**src/rtl/bpd_pkg.sv**
```systemverilog
`timescale 1ns / 1ps
package bpd_pkg;

    localparam int ADC_WIDTH           = 12;
    localparam int SAMPLES_PER_PHASE_N = 2;
    localparam int CAL_COUNT_WIDTH_DEF = 16;

    localparam int MODE_WIDTH = 2;
    localparam int SUM_WIDTH  = 15;
    localparam int DIFF_WIDTH = ADC_WIDTH + 1;
    // magnitude of the Q.4 mean
    localparam int Q_WIDTH    = ADC_WIDTH + 4;
    localparam int BASE_WIDTH = Q_WIDTH + 1;
    // room for threshold +/- hysteresis before collapse
    localparam int BAND_WIDTH = BASE_WIDTH + 1;
    localparam int READING_MAX = (1 << ADC_WIDTH) - 1;
    localparam int SPAN_Q4     = READING_MAX * 16;

    // x / N == (x * RECIP_MULT) >> RECIP_SHIFT, exact for x < 2^SUM_WIDTH and N <= 8
    localparam int RECIP_SHIFT = SUM_WIDTH + 3;
    localparam int RECIP_WIDTH = RECIP_SHIFT + 1;
    localparam int RECIP_MULT  =
        ((1 << RECIP_SHIFT) + SAMPLES_PER_PHASE_N - 1) / SAMPLES_PER_PHASE_N;

    localparam int DIV_CNT_WIDTH = $clog2(Q_WIDTH);

    localparam int MARGIN_WIDTH = 16;
    localparam int HYST_WIDTH   = 12;
    localparam int REQ_WIDTH    = 8;

    localparam logic [MARGIN_WIDTH-1:0] MARGIN_RESET = MARGIN_WIDTH'(6554);
    localparam logic [HYST_WIDTH-1:0]   HYST_RESET   = HYST_WIDTH'(20);
    localparam logic [REQ_WIDTH-1:0]    HITS_RESET   = REQ_WIDTH'(1);
    localparam logic [REQ_WIDTH-1:0]    CLEARS_RESET = REQ_WIDTH'(3);

    localparam int PADDR_WIDTH = 4;
    localparam int PDATA_WIDTH = 32;

    typedef enum logic [1:0] {
        REG_MARGIN,
        REG_HYST,
        REG_HITS,
        REG_CLEARS
    } reg_idx_t;

    typedef enum logic [MODE_WIDTH-1:0] {
        MODE_CAL_START,
        MODE_CAL_SAMPLE,
        MODE_CAL_FINISH,
        MODE_DETECT
    } mode_t;

    typedef enum logic [3:0] {
        S_IDLE,
        S_AVG,
        S_DIFF,
        S_APPLY,
        S_DIV_LOAD,
        S_DIV,
        S_MARGIN,
        S_THRESH,
        S_BOUNDS,
        S_DECIDE,
        S_OUT
    } state_t;

    typedef struct packed {
        logic [MARGIN_WIDTH-1:0] relative_margin;
        logic [HYST_WIDTH-1:0]   hysteresis;
        logic [REQ_WIDTH-1:0]    hits_required;
        logic [REQ_WIDTH-1:0]    clears_required;
    } cfg_t;

    typedef struct packed {
        logic capture;
        logic avg;
        logic diff;
        logic apply;
        logic div_load;
        logic div_step;
        logic margin;
        logic thresh;
        logic bounds;
        logic decide;
        logic out_load;
    } cmd_t;

    typedef struct packed {
        mode_t mode;
        logic  count_gt1;
    } stat_t;

endpackage

```
**src/rtl/bpd_if.sv**
```systemverilog
`timescale 1ns / 1ps
interface bpd_in_if;
    logic                             valid;
    logic                             ready;
    logic [bpd_pkg::MODE_WIDTH-1:0]   mode;
    logic [bpd_pkg::SUM_WIDTH-1:0]    on_sum;
    logic [bpd_pkg::SUM_WIDTH-1:0]    off_sum;

    modport source (output valid, output mode, output on_sum, output off_sum, input ready);
    modport sink   (input valid, input mode, input on_sum, input off_sum, output ready);
endinterface

interface bpd_out_if;
    logic                                   valid;
    logic                                   ready;
    logic                                   detected;
    logic signed [bpd_pkg::DIFF_WIDTH-1:0]  difference;
    logic signed [bpd_pkg::BASE_WIDTH-1:0]  baseline_out;
    logic                                   calibration_ok;

    modport source (output valid, output detected, output difference, output baseline_out,
                    output calibration_ok, input ready);
    modport sink   (input valid, input detected, input difference, input baseline_out,
                    input calibration_ok, output ready);
endinterface

```
**src/rtl/bpd_regs.sv**
```systemverilog
`timescale 1ns / 1ps
module bpd_regs (
    input  logic                             clk,
    input  logic                             rst_n,
    input  logic                             psel,
    input  logic                             penable,
    input  logic                             pwrite,
    input  logic [bpd_pkg::PADDR_WIDTH-1:0]  paddr,
    input  logic [bpd_pkg::PDATA_WIDTH-1:0]  pwdata,
    output logic [bpd_pkg::PDATA_WIDTH-1:0]  prdata,
    output logic                             pready,
    output bpd_pkg::cfg_t                    cfg
);
    import bpd_pkg::*;

    cfg_t     cfg_reg;
    cfg_t     cfg_next;
    reg_idx_t idx;
    logic     wr_en;

    assign idx    = reg_idx_t'(paddr[PADDR_WIDTH-1:2]);
    assign wr_en  = psel && penable && pwrite;
    assign pready = 1'b1;
    assign cfg    = cfg_reg;

    always_comb
    begin
        cfg_next = cfg_reg;
        if (wr_en)
        begin
            case (idx)
                REG_MARGIN: cfg_next.relative_margin   = pwdata[MARGIN_WIDTH-1:0];
                REG_HYST:   cfg_next.hysteresis        = pwdata[HYST_WIDTH-1:0];
                REG_HITS:   cfg_next.hits_required     = pwdata[REQ_WIDTH-1:0];
                REG_CLEARS: cfg_next.clears_required   = pwdata[REQ_WIDTH-1:0];
                default:    cfg_next = cfg_reg;
            endcase
        end
    end

    always_comb
    begin
        case (idx)
            REG_MARGIN: prdata = PDATA_WIDTH'(cfg_reg.relative_margin);
            REG_HYST:   prdata = PDATA_WIDTH'(cfg_reg.hysteresis);
            REG_HITS:   prdata = PDATA_WIDTH'(cfg_reg.hits_required);
            REG_CLEARS: prdata = PDATA_WIDTH'(cfg_reg.clears_required);
            default:    prdata = '0;
        endcase
    end

    always_ff @(posedge clk or negedge rst_n)
    begin
        if (!rst_n)
        begin
            cfg_reg.relative_margin   <= MARGIN_RESET;
            cfg_reg.hysteresis        <= HYST_RESET;
            cfg_reg.hits_required     <= HITS_RESET;
            cfg_reg.clears_required   <= CLEARS_RESET;
        end
        else
        begin
            cfg_reg <= cfg_next;
        end
    end

endmodule

```
**src/rtl/bpd_ctrl.sv**
```systemverilog
`timescale 1ns / 1ps
module bpd_ctrl (
    input  logic           clk,
    input  logic           rst_n,
    input  logic           in_valid,
    output logic           in_ready,
    output logic           out_valid,
    input  logic           out_ready,
    input  bpd_pkg::stat_t stat,
    output bpd_pkg::cmd_t  cmd
);
    import bpd_pkg::*;

    localparam logic [DIV_CNT_WIDTH-1:0] DIV_LAST = DIV_CNT_WIDTH'(Q_WIDTH - 1);

    state_t                   state_reg;
    state_t                   state_next;
    logic [DIV_CNT_WIDTH-1:0] div_cnt_reg;
    logic [DIV_CNT_WIDTH-1:0] div_cnt_next;
    logic                     out_valid_reg;
    logic                     out_valid_next;
    logic                     slot_free;

    // result slot can take a new result when empty or being drained
    assign slot_free = !out_valid_reg || out_ready;

    always_comb
    begin
        state_next = state_reg;
        case (state_reg)
            S_IDLE:
            begin
                if (in_valid)
                    state_next = S_AVG;
            end
            S_AVG:      state_next = S_DIFF;
            S_DIFF:
            begin
                case (stat.mode)
                    MODE_DETECT:     state_next = S_BOUNDS;
                    MODE_CAL_FINISH: state_next = stat.count_gt1 ? S_DIV_LOAD : S_APPLY;
                    default:         state_next = S_APPLY;
                endcase
            end
            S_APPLY:    state_next = S_OUT;
            S_DIV_LOAD: state_next = S_DIV;
            S_DIV:
            begin
                if (div_cnt_reg == DIV_LAST)
                    state_next = S_MARGIN;
            end
            S_MARGIN:   state_next = S_THRESH;
            S_THRESH:   state_next = S_OUT;
            S_BOUNDS:   state_next = S_DECIDE;
            S_DECIDE:   state_next = S_OUT;
            S_OUT:
            begin
                if (slot_free)
                    state_next = S_IDLE;
            end
            default:    state_next = S_IDLE;
        endcase
    end

    always_comb
    begin
        cmd          = '0;
        in_ready     = 1'b0;
        div_cnt_next = '0;
        case (state_reg)
            S_IDLE:
            begin
                in_ready    = 1'b1;
                cmd.capture = in_valid;
            end
            S_AVG:      cmd.avg      = 1'b1;
            S_DIFF:     cmd.diff     = 1'b1;
            S_APPLY:    cmd.apply    = 1'b1;
            S_DIV_LOAD: cmd.div_load = 1'b1;
            S_DIV:
            begin
                cmd.div_step = 1'b1;
                div_cnt_next = div_cnt_reg + 1'b1;
            end
            S_MARGIN:   cmd.margin   = 1'b1;
            S_THRESH:   cmd.thresh   = 1'b1;
            S_BOUNDS:   cmd.bounds   = 1'b1;
            S_DECIDE:   cmd.decide   = 1'b1;
            S_OUT:      cmd.out_load = slot_free;
            default:    cmd          = '0;
        endcase
    end

    always_comb
    begin
        if (cmd.out_load)
            out_valid_next = 1'b1;
        else if (out_ready)
            out_valid_next = 1'b0;
        else
            out_valid_next = out_valid_reg;
    end

    assign out_valid = out_valid_reg;

    always_ff @(posedge clk or negedge rst_n)
    begin
        if (!rst_n)
        begin
            state_reg     <= S_IDLE;
            div_cnt_reg   <= '0;
            out_valid_reg <= 1'b0;
        end
        else
        begin
            state_reg     <= state_next;
            div_cnt_reg   <= div_cnt_next;
            out_valid_reg <= out_valid_next;
        end
    end

endmodule

```
**src/rtl/bpd_dp.sv**
```systemverilog
`timescale 1ns / 1ps
module bpd_dp #(
    parameter int CAL_COUNT_WIDTH = bpd_pkg::CAL_COUNT_WIDTH_DEF
) (
    input  logic                                  clk,
    input  logic                                  rst_n,
    input  bpd_pkg::cmd_t                         cmd,
    output bpd_pkg::stat_t                        stat,
    input  bpd_pkg::cfg_t                         cfg,
    input  logic [bpd_pkg::MODE_WIDTH-1:0]        mode,
    input  logic [bpd_pkg::SUM_WIDTH-1:0]         on_sum,
    input  logic [bpd_pkg::SUM_WIDTH-1:0]         off_sum,
    output logic                                  detected,
    output logic signed [bpd_pkg::DIFF_WIDTH-1:0] difference,
    output logic signed [bpd_pkg::BASE_WIDTH-1:0] baseline_out,
    output logic                                  calibration_ok
);
    import bpd_pkg::*;

    localparam int CSUM_WIDTH = DIFF_WIDTH + CAL_COUNT_WIDTH;
    localparam int NUM_WIDTH  = CSUM_WIDTH + 4;
    localparam int REM_WIDTH  = CAL_COUNT_WIDTH + 1;
    localparam int PROD_WIDTH = SUM_WIDTH + RECIP_WIDTH;
    localparam int MPROD_WIDTH = MARGIN_WIDTH + Q_WIDTH;

    localparam logic [CAL_COUNT_WIDTH-1:0] CAL_COUNT_MAX = '1;
    localparam logic [PROD_WIDTH-1:0]      RECIP_K       = PROD_WIDTH'(RECIP_MULT);
    localparam logic signed [SUM_WIDTH:0]  DIFF_LIM      = (SUM_WIDTH + 1)'(READING_MAX);
    localparam logic signed [BAND_WIDTH-1:0] SPAN_LIM    = BAND_WIDTH'(SPAN_Q4);
    localparam logic [REQ_WIDTH-1:0]       CNT_SAT       = '1;

    // captured request and intermediate payload
    mode_t                          mode_reg;
    logic [SUM_WIDTH-1:0]           on_reg;
    logic [SUM_WIDTH-1:0]           off_reg;
    logic [SUM_WIDTH-1:0]           on_avg_reg;
    logic [SUM_WIDTH-1:0]           off_avg_reg;
    logic signed [DIFF_WIDTH-1:0]   diff_reg;
    logic                           neg_reg;
    logic [REM_WIDTH-1:0]           rem_reg;
    logic [Q_WIDTH-1:0]             quot_reg;
    logic [Q_WIDTH-1:0]             margin_reg;
    logic signed [BAND_WIDTH-1:0]   exit_lo_reg;
    logic signed [BAND_WIDTH-1:0]   exit_hi_reg;
    logic                           det_out_reg;
    logic signed [DIFF_WIDTH-1:0]   diff_out_reg;
    logic signed [BASE_WIDTH-1:0]   base_out_reg;
    logic                           ok_out_reg;

    // block state
    logic signed [CSUM_WIDTH-1:0]   cal_sum_reg,   cal_sum_next;
    logic [CAL_COUNT_WIDTH-1:0]     cal_count_reg, cal_count_next;
    logic signed [BASE_WIDTH-1:0]   baseline_reg,  baseline_next;
    logic signed [BASE_WIDTH-1:0]   upper_reg,     upper_next;
    logic signed [BASE_WIDTH-1:0]   lower_reg,     lower_next;
    logic                           cal_ok_reg,    cal_ok_next;
    logic                           det_reg,       det_next;
    logic [REQ_WIDTH-1:0]           hit_reg,       hit_next;
    logic [REQ_WIDTH-1:0]           clr_reg,       clr_next;

    // combinational terms
    logic [PROD_WIDTH-1:0]          on_prod;
    logic [PROD_WIDTH-1:0]          off_prod;
    logic signed [SUM_WIDTH:0]      diff_raw;
    logic signed [SUM_WIDTH:0]      diff_clamp;
    logic [CSUM_WIDTH-1:0]          mag;
    logic [NUM_WIDTH-1:0]           num;
    logic [REM_WIDTH-1:0]           trial;
    logic [REM_WIDTH-1:0]           divisor;
    logic                           q_bit;
    logic [MPROD_WIDTH-1:0]         m_prod;
    logic signed [BASE_WIDTH-1:0]   q_signed;
    logic signed [BAND_WIDTH-1:0]   up_raw;
    logic signed [BAND_WIDTH-1:0]   lo_raw;
    logic signed [BAND_WIDTH-1:0]   up_ext;
    logic signed [BAND_WIDTH-1:0]   lo_ext;
    logic signed [BAND_WIDTH-1:0]   hyst_ext;
    logic signed [BAND_WIDTH-1:0]   x_lo;
    logic signed [BAND_WIDTH-1:0]   x_hi;
    logic signed [BAND_WIDTH-1:0]   d16;
    logic [REQ_WIDTH-1:0]           hit_inc;
    logic [REQ_WIDTH-1:0]           clr_inc;

    assign on_prod  = PROD_WIDTH'(on_reg) * RECIP_K;
    assign off_prod = PROD_WIDTH'(off_reg) * RECIP_K;

    assign diff_raw = $signed({1'b0, on_avg_reg}) - $signed({1'b0, off_avg_reg});

    always_comb
    begin
        if (diff_raw > DIFF_LIM)
            diff_clamp = DIFF_LIM;
        else if (diff_raw < -DIFF_LIM)
            diff_clamp = -DIFF_LIM;
        else
            diff_clamp = diff_raw;
    end

    // restoring divide of |sum|*16 by count; quotient is known to fit Q_WIDTH
    assign mag     = cal_sum_reg[CSUM_WIDTH-1] ? CSUM_WIDTH'(-cal_sum_reg)
                                               : CSUM_WIDTH'(cal_sum_reg);
    assign num     = {mag, 4'b0000};
    assign divisor = {1'b0, cal_count_reg};
    assign trial   = {rem_reg[REM_WIDTH-2:0], quot_reg[Q_WIDTH-1]};
    assign q_bit   = (trial >= divisor);

    assign m_prod   = MPROD_WIDTH'(cfg.relative_margin) * MPROD_WIDTH'(quot_reg);
    assign q_signed = $signed({1'b0, quot_reg});

    assign up_ext   = BAND_WIDTH'(upper_reg);
    assign lo_ext   = BAND_WIDTH'(lower_reg);
    assign up_raw   = BAND_WIDTH'(baseline_reg) + $signed({2'b00, margin_reg});
    assign lo_raw   = BAND_WIDTH'(baseline_reg) - $signed({2'b00, margin_reg});
    assign hyst_ext = $signed(BAND_WIDTH'({cfg.hysteresis, 4'b0000}));
    assign x_lo     = lo_ext + hyst_ext;
    assign x_hi     = up_ext - hyst_ext;
    assign d16      = BAND_WIDTH'($signed({diff_reg, 4'b0000}));

    assign hit_inc = (hit_reg == CNT_SAT) ? hit_reg : hit_reg + 1'b1;
    assign clr_inc = (clr_reg == CNT_SAT) ? clr_reg : clr_reg + 1'b1;

    always_comb
    begin
        cal_sum_next   = cal_sum_reg;
        cal_count_next = cal_count_reg;
        baseline_next  = baseline_reg;
        upper_next     = upper_reg;
        lower_next     = lower_reg;
        cal_ok_next    = cal_ok_reg;
        det_next       = det_reg;
        hit_next       = hit_reg;
        clr_next       = clr_reg;

        if (cmd.apply)
        begin
            case (mode_reg)
                MODE_CAL_START:
                begin
                    cal_sum_next   = '0;
                    cal_count_next = '0;
                    det_next       = 1'b0;
                    hit_next       = '0;
                    clr_next       = '0;
                end
                MODE_CAL_SAMPLE:
                begin
                    if (cal_count_reg != CAL_COUNT_MAX)
                    begin
                        cal_sum_next   = cal_sum_reg + CSUM_WIDTH'(diff_reg);
                        cal_count_next = cal_count_reg + 1'b1;
                    end
                end
                MODE_CAL_FINISH:
                begin
                    // fewer than two samples
                    baseline_next = '0;
                    upper_next    = '0;
                    lower_next    = '0;
                    cal_ok_next   = 1'b0;
                end
                default:
                begin
                    cal_sum_next = cal_sum_reg;
                end
            endcase
        end

        if (cmd.margin)
        begin
            baseline_next = neg_reg ? -q_signed : q_signed;
            cal_ok_next   = 1'b1;
        end

        if (cmd.thresh)
        begin
            if (up_raw > SPAN_LIM)
                upper_next = BASE_WIDTH'(SPAN_LIM);
            else if (up_raw < -SPAN_LIM)
                upper_next = BASE_WIDTH'(-SPAN_LIM);
            else
                upper_next = BASE_WIDTH'(up_raw);

            if (lo_raw > SPAN_LIM)
                lower_next = BASE_WIDTH'(SPAN_LIM);
            else if (lo_raw < -SPAN_LIM)
                lower_next = BASE_WIDTH'(-SPAN_LIM);
            else
                lower_next = BASE_WIDTH'(lo_raw);
        end

        if (cmd.decide)
        begin
            if (!det_reg)
            begin
                if (d16 <= lo_ext || d16 >= up_ext)
                begin
                    if (hit_inc >= cfg.hits_required)
                    begin
                        det_next = 1'b1;
                        hit_next = '0;
                        clr_next = '0;
                    end
                    else
                    begin
                        hit_next = hit_inc;
                    end
                end
                else
                begin
                    hit_next = '0;
                end
            end
            else
            begin
                if (d16 > exit_lo_reg && d16 < exit_hi_reg)
                begin
                    if (clr_inc >= cfg.clears_required)
                    begin
                        det_next = 1'b0;
                        clr_next = '0;
                        hit_next = '0;
                    end
                    else
                    begin
                        clr_next = clr_inc;
                    end
                end
                else
                begin
                    clr_next = '0;
                end
            end
        end
    end

    always_ff @(posedge clk or negedge rst_n)
    begin
        if (!rst_n)
        begin
            cal_sum_reg   <= '0;
            cal_count_reg <= '0;
            baseline_reg  <= '0;
            upper_reg     <= '0;
            lower_reg     <= '0;
            cal_ok_reg    <= 1'b0;
            det_reg       <= 1'b0;
            hit_reg       <= '0;
            clr_reg       <= '0;
        end
        else
        begin
            cal_sum_reg   <= cal_sum_next;
            cal_count_reg <= cal_count_next;
            baseline_reg  <= baseline_next;
            upper_reg     <= upper_next;
            lower_reg     <= lower_next;
            cal_ok_reg    <= cal_ok_next;
            det_reg       <= det_next;
            hit_reg       <= hit_next;
            clr_reg       <= clr_next;
        end
    end

    always_ff @(posedge clk)
    begin
        if (cmd.capture)
        begin
            mode_reg <= mode_t'(mode);
            on_reg   <= on_sum;
            off_reg  <= off_sum;
        end
        if (cmd.avg)
        begin
            on_avg_reg  <= on_prod[RECIP_SHIFT +: SUM_WIDTH];
            off_avg_reg <= off_prod[RECIP_SHIFT +: SUM_WIDTH];
        end
        if (cmd.diff)
            diff_reg <= DIFF_WIDTH'(diff_clamp);
        if (cmd.div_load)
        begin
            neg_reg  <= cal_sum_reg[CSUM_WIDTH-1];
            rem_reg  <= num[NUM_WIDTH-1 -: REM_WIDTH];
            quot_reg <= num[Q_WIDTH-1:0];
        end
        else if (cmd.div_step)
        begin
            rem_reg  <= q_bit ? (trial - divisor) : trial;
            quot_reg <= {quot_reg[Q_WIDTH-2:0], q_bit};
        end
        if (cmd.margin)
            margin_reg <= m_prod[MARGIN_WIDTH +: Q_WIDTH];
        if (cmd.bounds)
        begin
            // an empty or inverted clear band falls back to the enter band
            if (x_lo >= x_hi)
            begin
                exit_lo_reg <= lo_ext;
                exit_hi_reg <= up_ext;
            end
            else
            begin
                exit_lo_reg <= x_lo;
                exit_hi_reg <= x_hi;
            end
        end
        if (cmd.out_load)
        begin
            det_out_reg  <= det_reg;
            diff_out_reg <= diff_reg;
            base_out_reg <= baseline_reg;
            ok_out_reg   <= cal_ok_reg;
        end
    end

    assign stat.mode      = mode_reg;
    assign stat.count_gt1 = (cal_count_reg > CAL_COUNT_WIDTH'(1));

    assign detected       = det_out_reg;
    assign difference     = diff_out_reg;
    assign baseline_out   = base_out_reg;
    assign calibration_ok = ok_out_reg;

endmodule

```
**src/rtl/band_presence_detector_top.sv**
```systemverilog
`timescale 1ns / 1ps
// Channel   Kind          Payload
// in_ch     valid/ready   mode, on_sum, off_sum
// out_ch    valid/ready   detected, difference, baseline_out, calibration_ok
// cfg       APB write/rd  relative_margin, hysteresis, hits_required,
//                         clears_required at 0x0, 0x4, 0x8, 0xC
//
// One request at a time; calibration start/sample/short finish pass average,
// difference, apply and output; detect has bounds and decide in place of apply,
// and a full finish has the bit-per-cycle mean divider (Q_WIDTH steps) and margin stage.
// A result waits in the output register while the next request is accepted;
// a stalled output holds the following result back in its last step.
// rst_n clears the control state, calibration state and detection to zero.
module band_presence_detector_top #(
    parameter int CAL_COUNT_WIDTH = bpd_pkg::CAL_COUNT_WIDTH_DEF
) (
    input  logic                            clk,
    input  logic                            rst_n,
    bpd_in_if.sink                          in_ch,
    bpd_out_if.source                       out_ch,
    input  logic                            psel,
    input  logic                            penable,
    input  logic                            pwrite,
    input  logic [bpd_pkg::PADDR_WIDTH-1:0] paddr,
    input  logic [bpd_pkg::PDATA_WIDTH-1:0] pwdata,
    output logic [bpd_pkg::PDATA_WIDTH-1:0] prdata,
    output logic                            pready
);
    import bpd_pkg::*;

    cfg_t  cfg;
    cmd_t  cmd;
    stat_t stat;

    bpd_regs u_regs (
        .clk     (clk),
        .rst_n   (rst_n),
        .psel    (psel),
        .penable (penable),
        .pwrite  (pwrite),
        .paddr   (paddr),
        .pwdata  (pwdata),
        .prdata  (prdata),
        .pready  (pready),
        .cfg     (cfg)
    );

    bpd_ctrl u_ctrl (
        .clk       (clk),
        .rst_n     (rst_n),
        .in_valid  (in_ch.valid),
        .in_ready  (in_ch.ready),
        .out_valid (out_ch.valid),
        .out_ready (out_ch.ready),
        .stat      (stat),
        .cmd       (cmd)
    );

    bpd_dp #(
        .CAL_COUNT_WIDTH (CAL_COUNT_WIDTH)
    ) u_dp (
        .clk            (clk),
        .rst_n          (rst_n),
        .cmd            (cmd),
        .stat           (stat),
        .cfg            (cfg),
        .mode           (in_ch.mode),
        .on_sum         (in_ch.on_sum),
        .off_sum        (in_ch.off_sum),
        .detected       (out_ch.detected),
        .difference     (out_ch.difference),
        .baseline_out   (out_ch.baseline_out),
        .calibration_ok (out_ch.calibration_ok)
    );

endmodule

```
**src/flat_wrapper.sv**
```systemverilog
// flat-port wrapper written by rule: the top's interface ports become plain ports
module band_presence_detector_top_flat import bpd_pkg::*;
#(
    parameter int CAL_COUNT_WIDTH = bpd_pkg::CAL_COUNT_WIDTH_DEF
)
  (clk, rst_n, psel, penable, pwrite, paddr, pwdata, prdata, pready, in_ch_valid, in_ch_mode, in_ch_on_sum, in_ch_off_sum, in_ch_ready, out_ch_valid, out_ch_detected, out_ch_difference, out_ch_baseline_out, out_ch_calibration_ok, out_ch_ready);
  bpd_in_if in_ch_i ();
  bpd_out_if out_ch_i ();
  input  logic clk;
  input  logic rst_n;
  input  logic psel;
  input  logic penable;
  input  logic pwrite;
  input  logic [bpd_pkg::PADDR_WIDTH-1:0] paddr;
  input  logic [bpd_pkg::PDATA_WIDTH-1:0] pwdata;
  output logic [bpd_pkg::PDATA_WIDTH-1:0] prdata;
  output logic pready;
  input wire logic [$bits(in_ch_i.valid)-1:0] in_ch_valid;
  input wire logic [$bits(in_ch_i.mode)-1:0] in_ch_mode;
  input wire logic [$bits(in_ch_i.on_sum)-1:0] in_ch_on_sum;
  input wire logic [$bits(in_ch_i.off_sum)-1:0] in_ch_off_sum;
  output wire logic [$bits(in_ch_i.ready)-1:0] in_ch_ready;
  output wire logic [$bits(out_ch_i.valid)-1:0] out_ch_valid;
  output wire logic [$bits(out_ch_i.detected)-1:0] out_ch_detected;
  output wire logic [$bits(out_ch_i.difference)-1:0] out_ch_difference;
  output wire logic [$bits(out_ch_i.baseline_out)-1:0] out_ch_baseline_out;
  output wire logic [$bits(out_ch_i.calibration_ok)-1:0] out_ch_calibration_ok;
  input wire logic [$bits(out_ch_i.ready)-1:0] out_ch_ready;
  assign in_ch_i.valid = in_ch_valid;
  assign in_ch_i.mode = in_ch_mode;
  assign in_ch_i.on_sum = in_ch_on_sum;
  assign in_ch_i.off_sum = in_ch_off_sum;
  assign in_ch_ready = in_ch_i.ready;
  assign out_ch_valid = out_ch_i.valid;
  assign out_ch_detected = out_ch_i.detected;
  assign out_ch_difference = out_ch_i.difference;
  assign out_ch_baseline_out = out_ch_i.baseline_out;
  assign out_ch_calibration_ok = out_ch_i.calibration_ok;
  assign out_ch_i.ready = out_ch_ready;
  band_presence_detector_top #(.CAL_COUNT_WIDTH(CAL_COUNT_WIDTH)) u_core (.clk(clk), .rst_n(rst_n), .in_ch(in_ch_i), .out_ch(out_ch_i), .psel(psel), .penable(penable), .pwrite(pwrite), .paddr(paddr), .pwdata(pwdata), .prdata(prdata), .pready(pready));
endmodule
```
**config.mk**
```make
export PLATFORM = sky130hd
export DESIGN_NAME = band_presence_detector_top_flat
export DESIGN_NICKNAME = d
export VERILOG_FILES = /design/src/rtl/bpd_pkg.sv /design/src/rtl/bpd_if.sv /design/src/rtl/bpd_regs.sv /design/src/rtl/bpd_ctrl.sv /design/src/rtl/bpd_dp.sv /design/src/rtl/band_presence_detector_top.sv /design/src/flat_wrapper.sv
export SDC_FILE = /design/constraint.sdc
export NUM_CORES = 1
export LEC_CHECK = 0
export ABC_AREA = 1
export ABC_CLOCK_PERIOD_IN_PS = 7100
export BUFFER_PORTS_ARGS = -buffer_cell sky130_fd_sc_hd__buf_2
export CAP_MARGIN = 20
export CORE_UTILIZATION = 45
export CTS_CLUSTER_DIAMETER = 100
export DETAILED_ROUTE_END_ITERATION = 12
export GPL_ROUTABILITY_DRIVEN = 0
export SYNTH_ARGS = -nofsm -noshare
export SYNTH_HDL_FRONTEND = slang
export SYNTH_HIERARCHICAL = 1
export SYNTH_SLANG_ARGS = --single-unit
```
**constraint.sdc**
```tcl
create_clock -name clk -period 7.1 [get_ports clk]
set_clock_uncertainty 0.15 [all_clocks]
set_input_delay 0.71 -clock clk [delete_from_list [all_inputs] [get_ports clk]]
set_output_delay 0.71 -clock clk [all_outputs]
set_load 0.02 [all_outputs]
```
==> results.sh, run 1 <==
export IMPL_path_buf_inv=6
export IMPL_rr_worst_depth=23
export IMPL_cts_repair_resized=0
export IMPL_via_per_inst=5.196
export IMPL_layout_min_cycle_time_ps=6525
export IMPL_yosysTopAreaCell="edfxtp_1"
export IMPL_drv_slew=0
export IMPL_crit_chain="buf_4 -> nand2_1 -> inv_1 -> fa_1 -> inv_1 -> fa_1 -> fa_1 -> fa_1 -> inv_1 -> fa_1 -> inv_1 -> fa_1 -> inv_1 -> ha_1 -> a21oi_1 -> o21ai_0 -> o21bai_1 -> nor2_1 -> nor2_1 -> nor3_1 -> nor2_1 -> a21oi_1 -> xor2_1"
export IMPL_status="completed"
export IMPL_whs_ps=132.0
export IMPL_ios=142
export IMPL_fin_crit_sh_pct=91.90
export IMPL_yosysTopAreaCellShare_pct=16.43
export IMPL_clk_path_buf_depth=3
export IMPL_setup_viol=0
export IMPL_drc=0
export IMPL_relSlewSlack_pct=28.32
export IMPL_yosysWarnings=6
export IMPL_dpl_hpwl_mm=77.33
export IMPL_crit_path_start_kind="register"
export IMPL_synth_edff_count=184
export IMPL_cts_root_buf="clkbuf_16"
export IMPL_antenna_found_initial=1
export IMPL_synthArstFlopShare_pct=47.04
export IMPL_first_pass_iters=9
export IMPL_drive_above_1_share_pct=8.108
export IMPL_dieArea_mm2=0.07585
export IMPL_fin_nets=5088
export IMPL_start_util_pct=45.80
export IMPL_core_region_area_mm2=0.07345
export IMPL_die_h_um=275.4
export IMPL_setup_worst_path_start="u_core/u_regs/cfg[34]"
export IMPL_cpPeakStageDelay_ps=650
export IMPL_worstMarginPinSlew_ps=1073
export IMPL_wl_mm=97.15
export IMPL_grt_max_degree=105
export IMPL_grt_pass1_wl_mm=151.1
export IMPL_port_buffers=104
export IMPL_synth_area_leaders="edfxtp_1 16%, nand2_1 13%, fa_1 12%"
export IMPL_cts_hold_buffers=0
export IMPL_cts_max_level=2
export IMPL_arrival_ps=6690
export IMPL_required_ps=7270
export IMPL_crit_slowest_cell="dfrtp_1"
export IMPL_crit_cells=23
export IMPL_crit_fanout=14
export IMPL_cap_violations=0
export IMPL_critPathKind="reg2reg"
export IMPL_rows=99
export IMPL_clkTransAtPathRegs_ps=60
export IMPL_ys_ff_latch=355
export IMPL_largest_register_ffs=44
export IMPL_area_delta_synth_final_pct=9.068
export IMPL_post_cts_buffers=0
export IMPL_synth_avg_cell_area_um2=7.593
export IMPL_setup_tns_ps=0
export IMPL_wl_per_cell_um=17.67
export IMPL_cts_buffers=44
export IMPL_synthCells=4430
export IMPL_overflow=0
export IMPL_seq_area_frac_synth_pct=29.13
export IMPL_die_w_um=275.4
export IMPL_cp_common_cell="fa_1"
export IMPL_cp_top_family="adder cells"
export IMPL_hold_path_class="in2async"
export IMPL_clock_latency_ps=590
export IMPL_netlist_area_mm2=0.03364
export IMPL_max_freq_mhz=153.3
export IMPL_synth_ff_type="edfxtp_1"
export IMPL_antenna_left=0
export IMPL_initialDrtViolationCount=2272
export IMPL_cts_tree="built"
export IMPL_hold_viol_final=0
export IMPL_grt_usage_pct=25.83
export IMPL_grt_pass1_vias=26771
export IMPL_via_count=28575
export IMPL_netlist_cell_type_count=64
export IMPL_r2r_start="u_core/u_regs/cfg[34]"
export IMPL_cts_sinks=355
export IMPL_rsz0062_at_grt="no"
export IMPL_endpoint_kind="register"
==> final timing paths <==
check	to	slack, ps
hold reg to reg	u_core/u_dp/on_avg_reg[1]	260
setup reg to reg	u_core/u_dp/margin_reg[12]	570
setup / recovery	u_core/u_dp/margin_reg[12]	570
min in group clk	u_core/u_dp/on_reg[6]	150
hold / removal	u_core/u_ctrl/out_valid	130
max in group asynchronous	u_core/u_dp/upper_reg[5]	5180
==> stage by stage <==
stage	instance area, µm²	worst slack (ps)	utilization, %	instances
3_3_place_gp	35070	651.2	47.75	5414
4_1_cts	36660	594.0	49.90	5496
5_1_grt	36690	172.2	49.94	5498
6_report	36690	574.9	49.95	5499
3_5_place_dp	35070	647.9	47.75	5414
2_1_floorplan	33690	1155	-	4445
==> synthesized netlist by cell type, types with 13 or more instances <==
library cell  number
nand2_1         1201
inv_1            836
ha_1             310
nor2_1           251
a21oi_1          244
nand3_1          221
o21ai_0          209
fa_1             200
edfxtp_1         184
dfrtp_1          155
clkbuf_1          83
nor3_1            58
xor2_1            57
nand4_1           52
nand2_2           40
xnor2_1           32
buf_4             27
o22ai_1           23
inv_2             21
nor2_2            14
buf_2             13
buf_6             13
==> cells in the final DEF (no fill, tap or decap), types with 11 or more instances in the layout <==
| cell | netlist | final |
|---|---|---|
| o22ai_1 | 23 | 23 |
| ha_1 | 310 | 310 |
| a21o_1 | 11 | 11 |
| xor2_1 | 57 | 57 |
| edfxtp_1 | 184 | 184 |
| a21oi_1 | 244 | 244 |
| nor2_2 | 14 | 15 |
| clkbuf_16 | 0 | 46 |
| o211ai_1 | 12 | 12 |
| dfrtp_1 | 155 | 155 |
| dfstp_2 | 12 | 12 |
| o21ai_0 | 209 | 209 |
| nor4_1 | 12 | 12 |
| buf_2 | 13 | 103 |
| nor2_1 | 251 | 248 |
| inv_2 | 21 | 21 |
| nor2_4 | 10 | 12 |
| inv_1 | 836 | 836 |
| buf_4 | 27 | 52 |
| nand2_1 | 1201 | 1201 |
| nor3_1 | 58 | 57 |
| nand3_1 | 221 | 221 |
| nand4_1 | 52 | 52 |
| o21ai_1 | 11 | 11 |
| fa_1 | 200 | 200 |
| conb_1 | 2 | 17 |
| xnor2_1 | 32 | 32 |
| nand2_2 | 40 | 40 |
==> logic make-up after synthesis <==
| family | count (synthesis) | share of synthesized area [%] |
|---|---|---|
| AOI/OAI and AO/OA | 571 | 9.329 |
| xor gates and xnor gates | 89 | 2.317 |
| adders and majority gates | 510 | 23.43 |
| buffers and inverters | 1008 | 11.90 |
| DFF | 355 | 29.13 |
| other | 2 | 0.02233 |
| and+or+nand+nor | 1895 | 23.87 |
==> cell type report <==
type	instances	area [µm²]
sequential	355	9799
tap	959	1200
antenna	1	2.502
fill	7225	36770
inverter	862	3238
clock inverter	19	296.5
multi-input combinational	3082	19920
timing repair buffer	158	950.9
clock buffer	63	1285
==> routing by layer <==
| metal | up-vias | share of wire (%) | track usage, % | routed length (µm) |
|---|---|---|---|---|
| met1 | 13504 | 46 | 37.39 | 44950 |
| met5 | - | 0.035 | 0 | 34 |
| met2 | 838 | 45 | 40.69 | 43350 |
| met4 | 2 | 2.5 | 6.630 | 2417 |
| met3 | 123 | 6.6 | 3.227 | 6407 |
| li1 | 14108 | - | - | - |
Power of run 1 is not shown: default switching activity piles up to over one toggle a cycle in this logic, so the estimate is an artifact.
==> inputs of run 2 (changes only) <==
Settings changed: GPL_ROUTABILITY_DRIVEN 0 to default, MAX_ROUTING_LAYER from default to met4.
==> run 2 against run 1 <==
  * Register-to-register slack about the same
  * Routed wire length increased by 1.9%
  * Hold slack improved by 6.7 ps
  * Clock-buffer cell count is 8 lower
  * Setup slack better by 5.2 ps
  * Global-route usage increased by 1.3 points
  * Sequential share of layout area is essentially flat
  * Highest routed layer is now met4
  * Maximum frequency about the same
==> results.sh, run 2 (same netlist as run 1, synthesis figures left out) <==
export IMPL_rows=99
export IMPL_hold_path_class="in2reg"
export IMPL_core_region_area_mm2=0.07345
export IMPL_wl_mm=99.04
export IMPL_drc=0
export IMPL_place_inst=5416
export IMPL_clk_path_buf_depth=3
export IMPL_cap_violations=0
export IMPL_cts_tree="built"
export IMPL_hold_path_depth=1
export IMPL_antenna_left=0
export IMPL_largest_register_ffs=44
export IMPL_worstMarginPinSlew_ps=977.7
export IMPL_critPathKind="reg2reg"
export IMPL_dieArea_mm2=0.07585
export IMPL_crit_chain="nand2_1 -> inv_1 -> fa_1 -> inv_1 -> fa_1 -> fa_1 -> fa_1 -> inv_1 -> fa_1 -> inv_1 -> fa_1 -> inv_1 -> ha_1 -> a21oi_1 -> o21ai_0 -> o21bai_1 -> nor2_1 -> nor2_1 -> nor3_1 -> nor2_1 -> a21oi_1 -> xor2_1"
export IMPL_rr_worst_depth=22
export IMPL_setup_tns_ps=0
export IMPL_gp_congestion=0.9598
export IMPL_clkTransAtPathRegs_ps=60
export IMPL_grt_max_degree=62
export IMPL_port_buffers=104
export IMPL_relSlewSlack_pct=34.82
export IMPL_rsz0062_at_grt="no"
export IMPL_start_util_pct=45.80
export IMPL_cp_common_cell="fa_1"
export IMPL_grt_pass1_wl_mm=153.0
export IMPL_die_h_um=275.4
export IMPL_cts_buffers=44
export IMPL_crit_slowest_cell="edfxtp_1"
export IMPL_required_ps=7270
export IMPL_layout_min_cycle_time_ps=6520
export IMPL_drive_above_1_share_pct=8.166
export IMPL_hold_viol_final=0
export IMPL_initialDrtViolationCount=2528
export IMPL_crit_fanout=16
export IMPL_area_delta_synth_final_pct=9.020
export IMPL_grt_pass1_vias=26686
export IMPL_grt_usage_pct=27.10
export IMPL_dpl_hpwl_mm=78.36
export IMPL_cts_root_buf="clkbuf_16"
export IMPL_antenna_found_initial=3
export IMPL_fin_nets=5092
export IMPL_setup_viol=0
export IMPL_final_instance_count_excl_fill=5503
export IMPL_fin_crit_sh_pct=91.83
export IMPL_drv_slew=0
export IMPL_max_freq_mhz=153.4
export IMPL_status="completed"
export IMPL_via_per_inst=5.194
export IMPL_first_pass_iters=6
export IMPL_overflow=0
export IMPL_post_cts_buffers=0
export IMPL_die_w_um=275.4
export IMPL_final_common_cell="nand2_1"
export IMPL_cts_sinks=355
export IMPL_crit_path_start_kind="register"
export IMPL_cpPeakStageDelay_ps=790
export IMPL_clock_latency_ps=590
export IMPL_endpoint_kind="register"
export IMPL_arrival_ps=6690
export IMPL_cts_max_level=2
export IMPL_wl_per_cell_um=18.00
export IMPL_via_count=28580
export IMPL_mostFrequentLayoutCells="1201 x nand2_1, 836 x inv_1, 310 x ha_1"
export IMPL_ios=142
run 2: changes by cell type in the layout (fill, tap and decap cells not counted), sizes merged:
| cell | change |
|---|---|
| inv | +2 |
| buf | +3 |
| clkinv | +6 |
| dlygate4sd3 | +1 |
| clkbuf | -8 |
run 2: through the flow:
step	hold slack, ps	area (µm²)	worst slack (ps)	util, %
2_1_floorplan	250.3	33690	1155	-
3_3_place_gp	253.7	35090	624.2	47.77
3_5_place_dp	254.5	35090	650.9	47.77
4_1_cts	107.2	36600	614.7	49.83
5_1_grt	110.3	36670	160.5	49.92
6_report	138.7	36670	580.0	49.93
run 2: path summary, 6_finish.rpt:
check	endpoint	startpoint	slack (ps)
min in group asynchronous	u_core/u_dp/cal_count_reg[10]	rst_n	540
hold reg to reg	u_core/u_dp/on_avg_reg[0]	u_core/u_dp/on_reg[1]	270
setup reg to reg	u_core/u_dp/margin_reg[12]	u_core/u_dp/quot_reg[6]	580
max in group asynchronous	u_core/u_dp/cal_sum_reg[21]	rst_n	5000
hold / removal	u_core/u_dp/off_reg[12]	in_ch_off_sum[12]	140
setup / recovery	u_core/u_dp/margin_reg[12]	u_core/u_dp/quot_reg[6]	580
run 2: final cells by class:
type                    instances  area [µm²]
multi-input cells            3082       19920
diodes                          1       2.502
repair buffers                162        1012
clock inverters                27       331.6
fillers                      7276       36780
flip-flops and latches        355        9799
well taps                     959        1200
inverters                     862        3238
clock buffers                  55        1172
run 2: worst max-delay path, delay by kind of cell, from the launching register on:
kind	cells	cell delay, ps
adder cells (fa/ha/maj)	7	3450
AND/OR/NAND/NOR	5	820
flip-flops	1	790
AO/OA/AOI/OAI	4	670
buffers and inverters	5	290
XOR/XNOR	1	90
run 2: layer usage:
layer	part of all wire, %	vias to the layer above	global-route usage (%)
met4	2.3	0	5.976
met5	0	-	-
met2	44	833	41.36
met3	6.2	103	2.766
met1	47	13516	38.71
li1	-	14128	-
run 2: repair_timing:
action / 4_1_cts / 5_1_grt
hold endpoints to repair: 21 / 0
hold buffers: 1 / 0
resized for setup: 0 / 0
Power of run 2 is left out for the same reason.
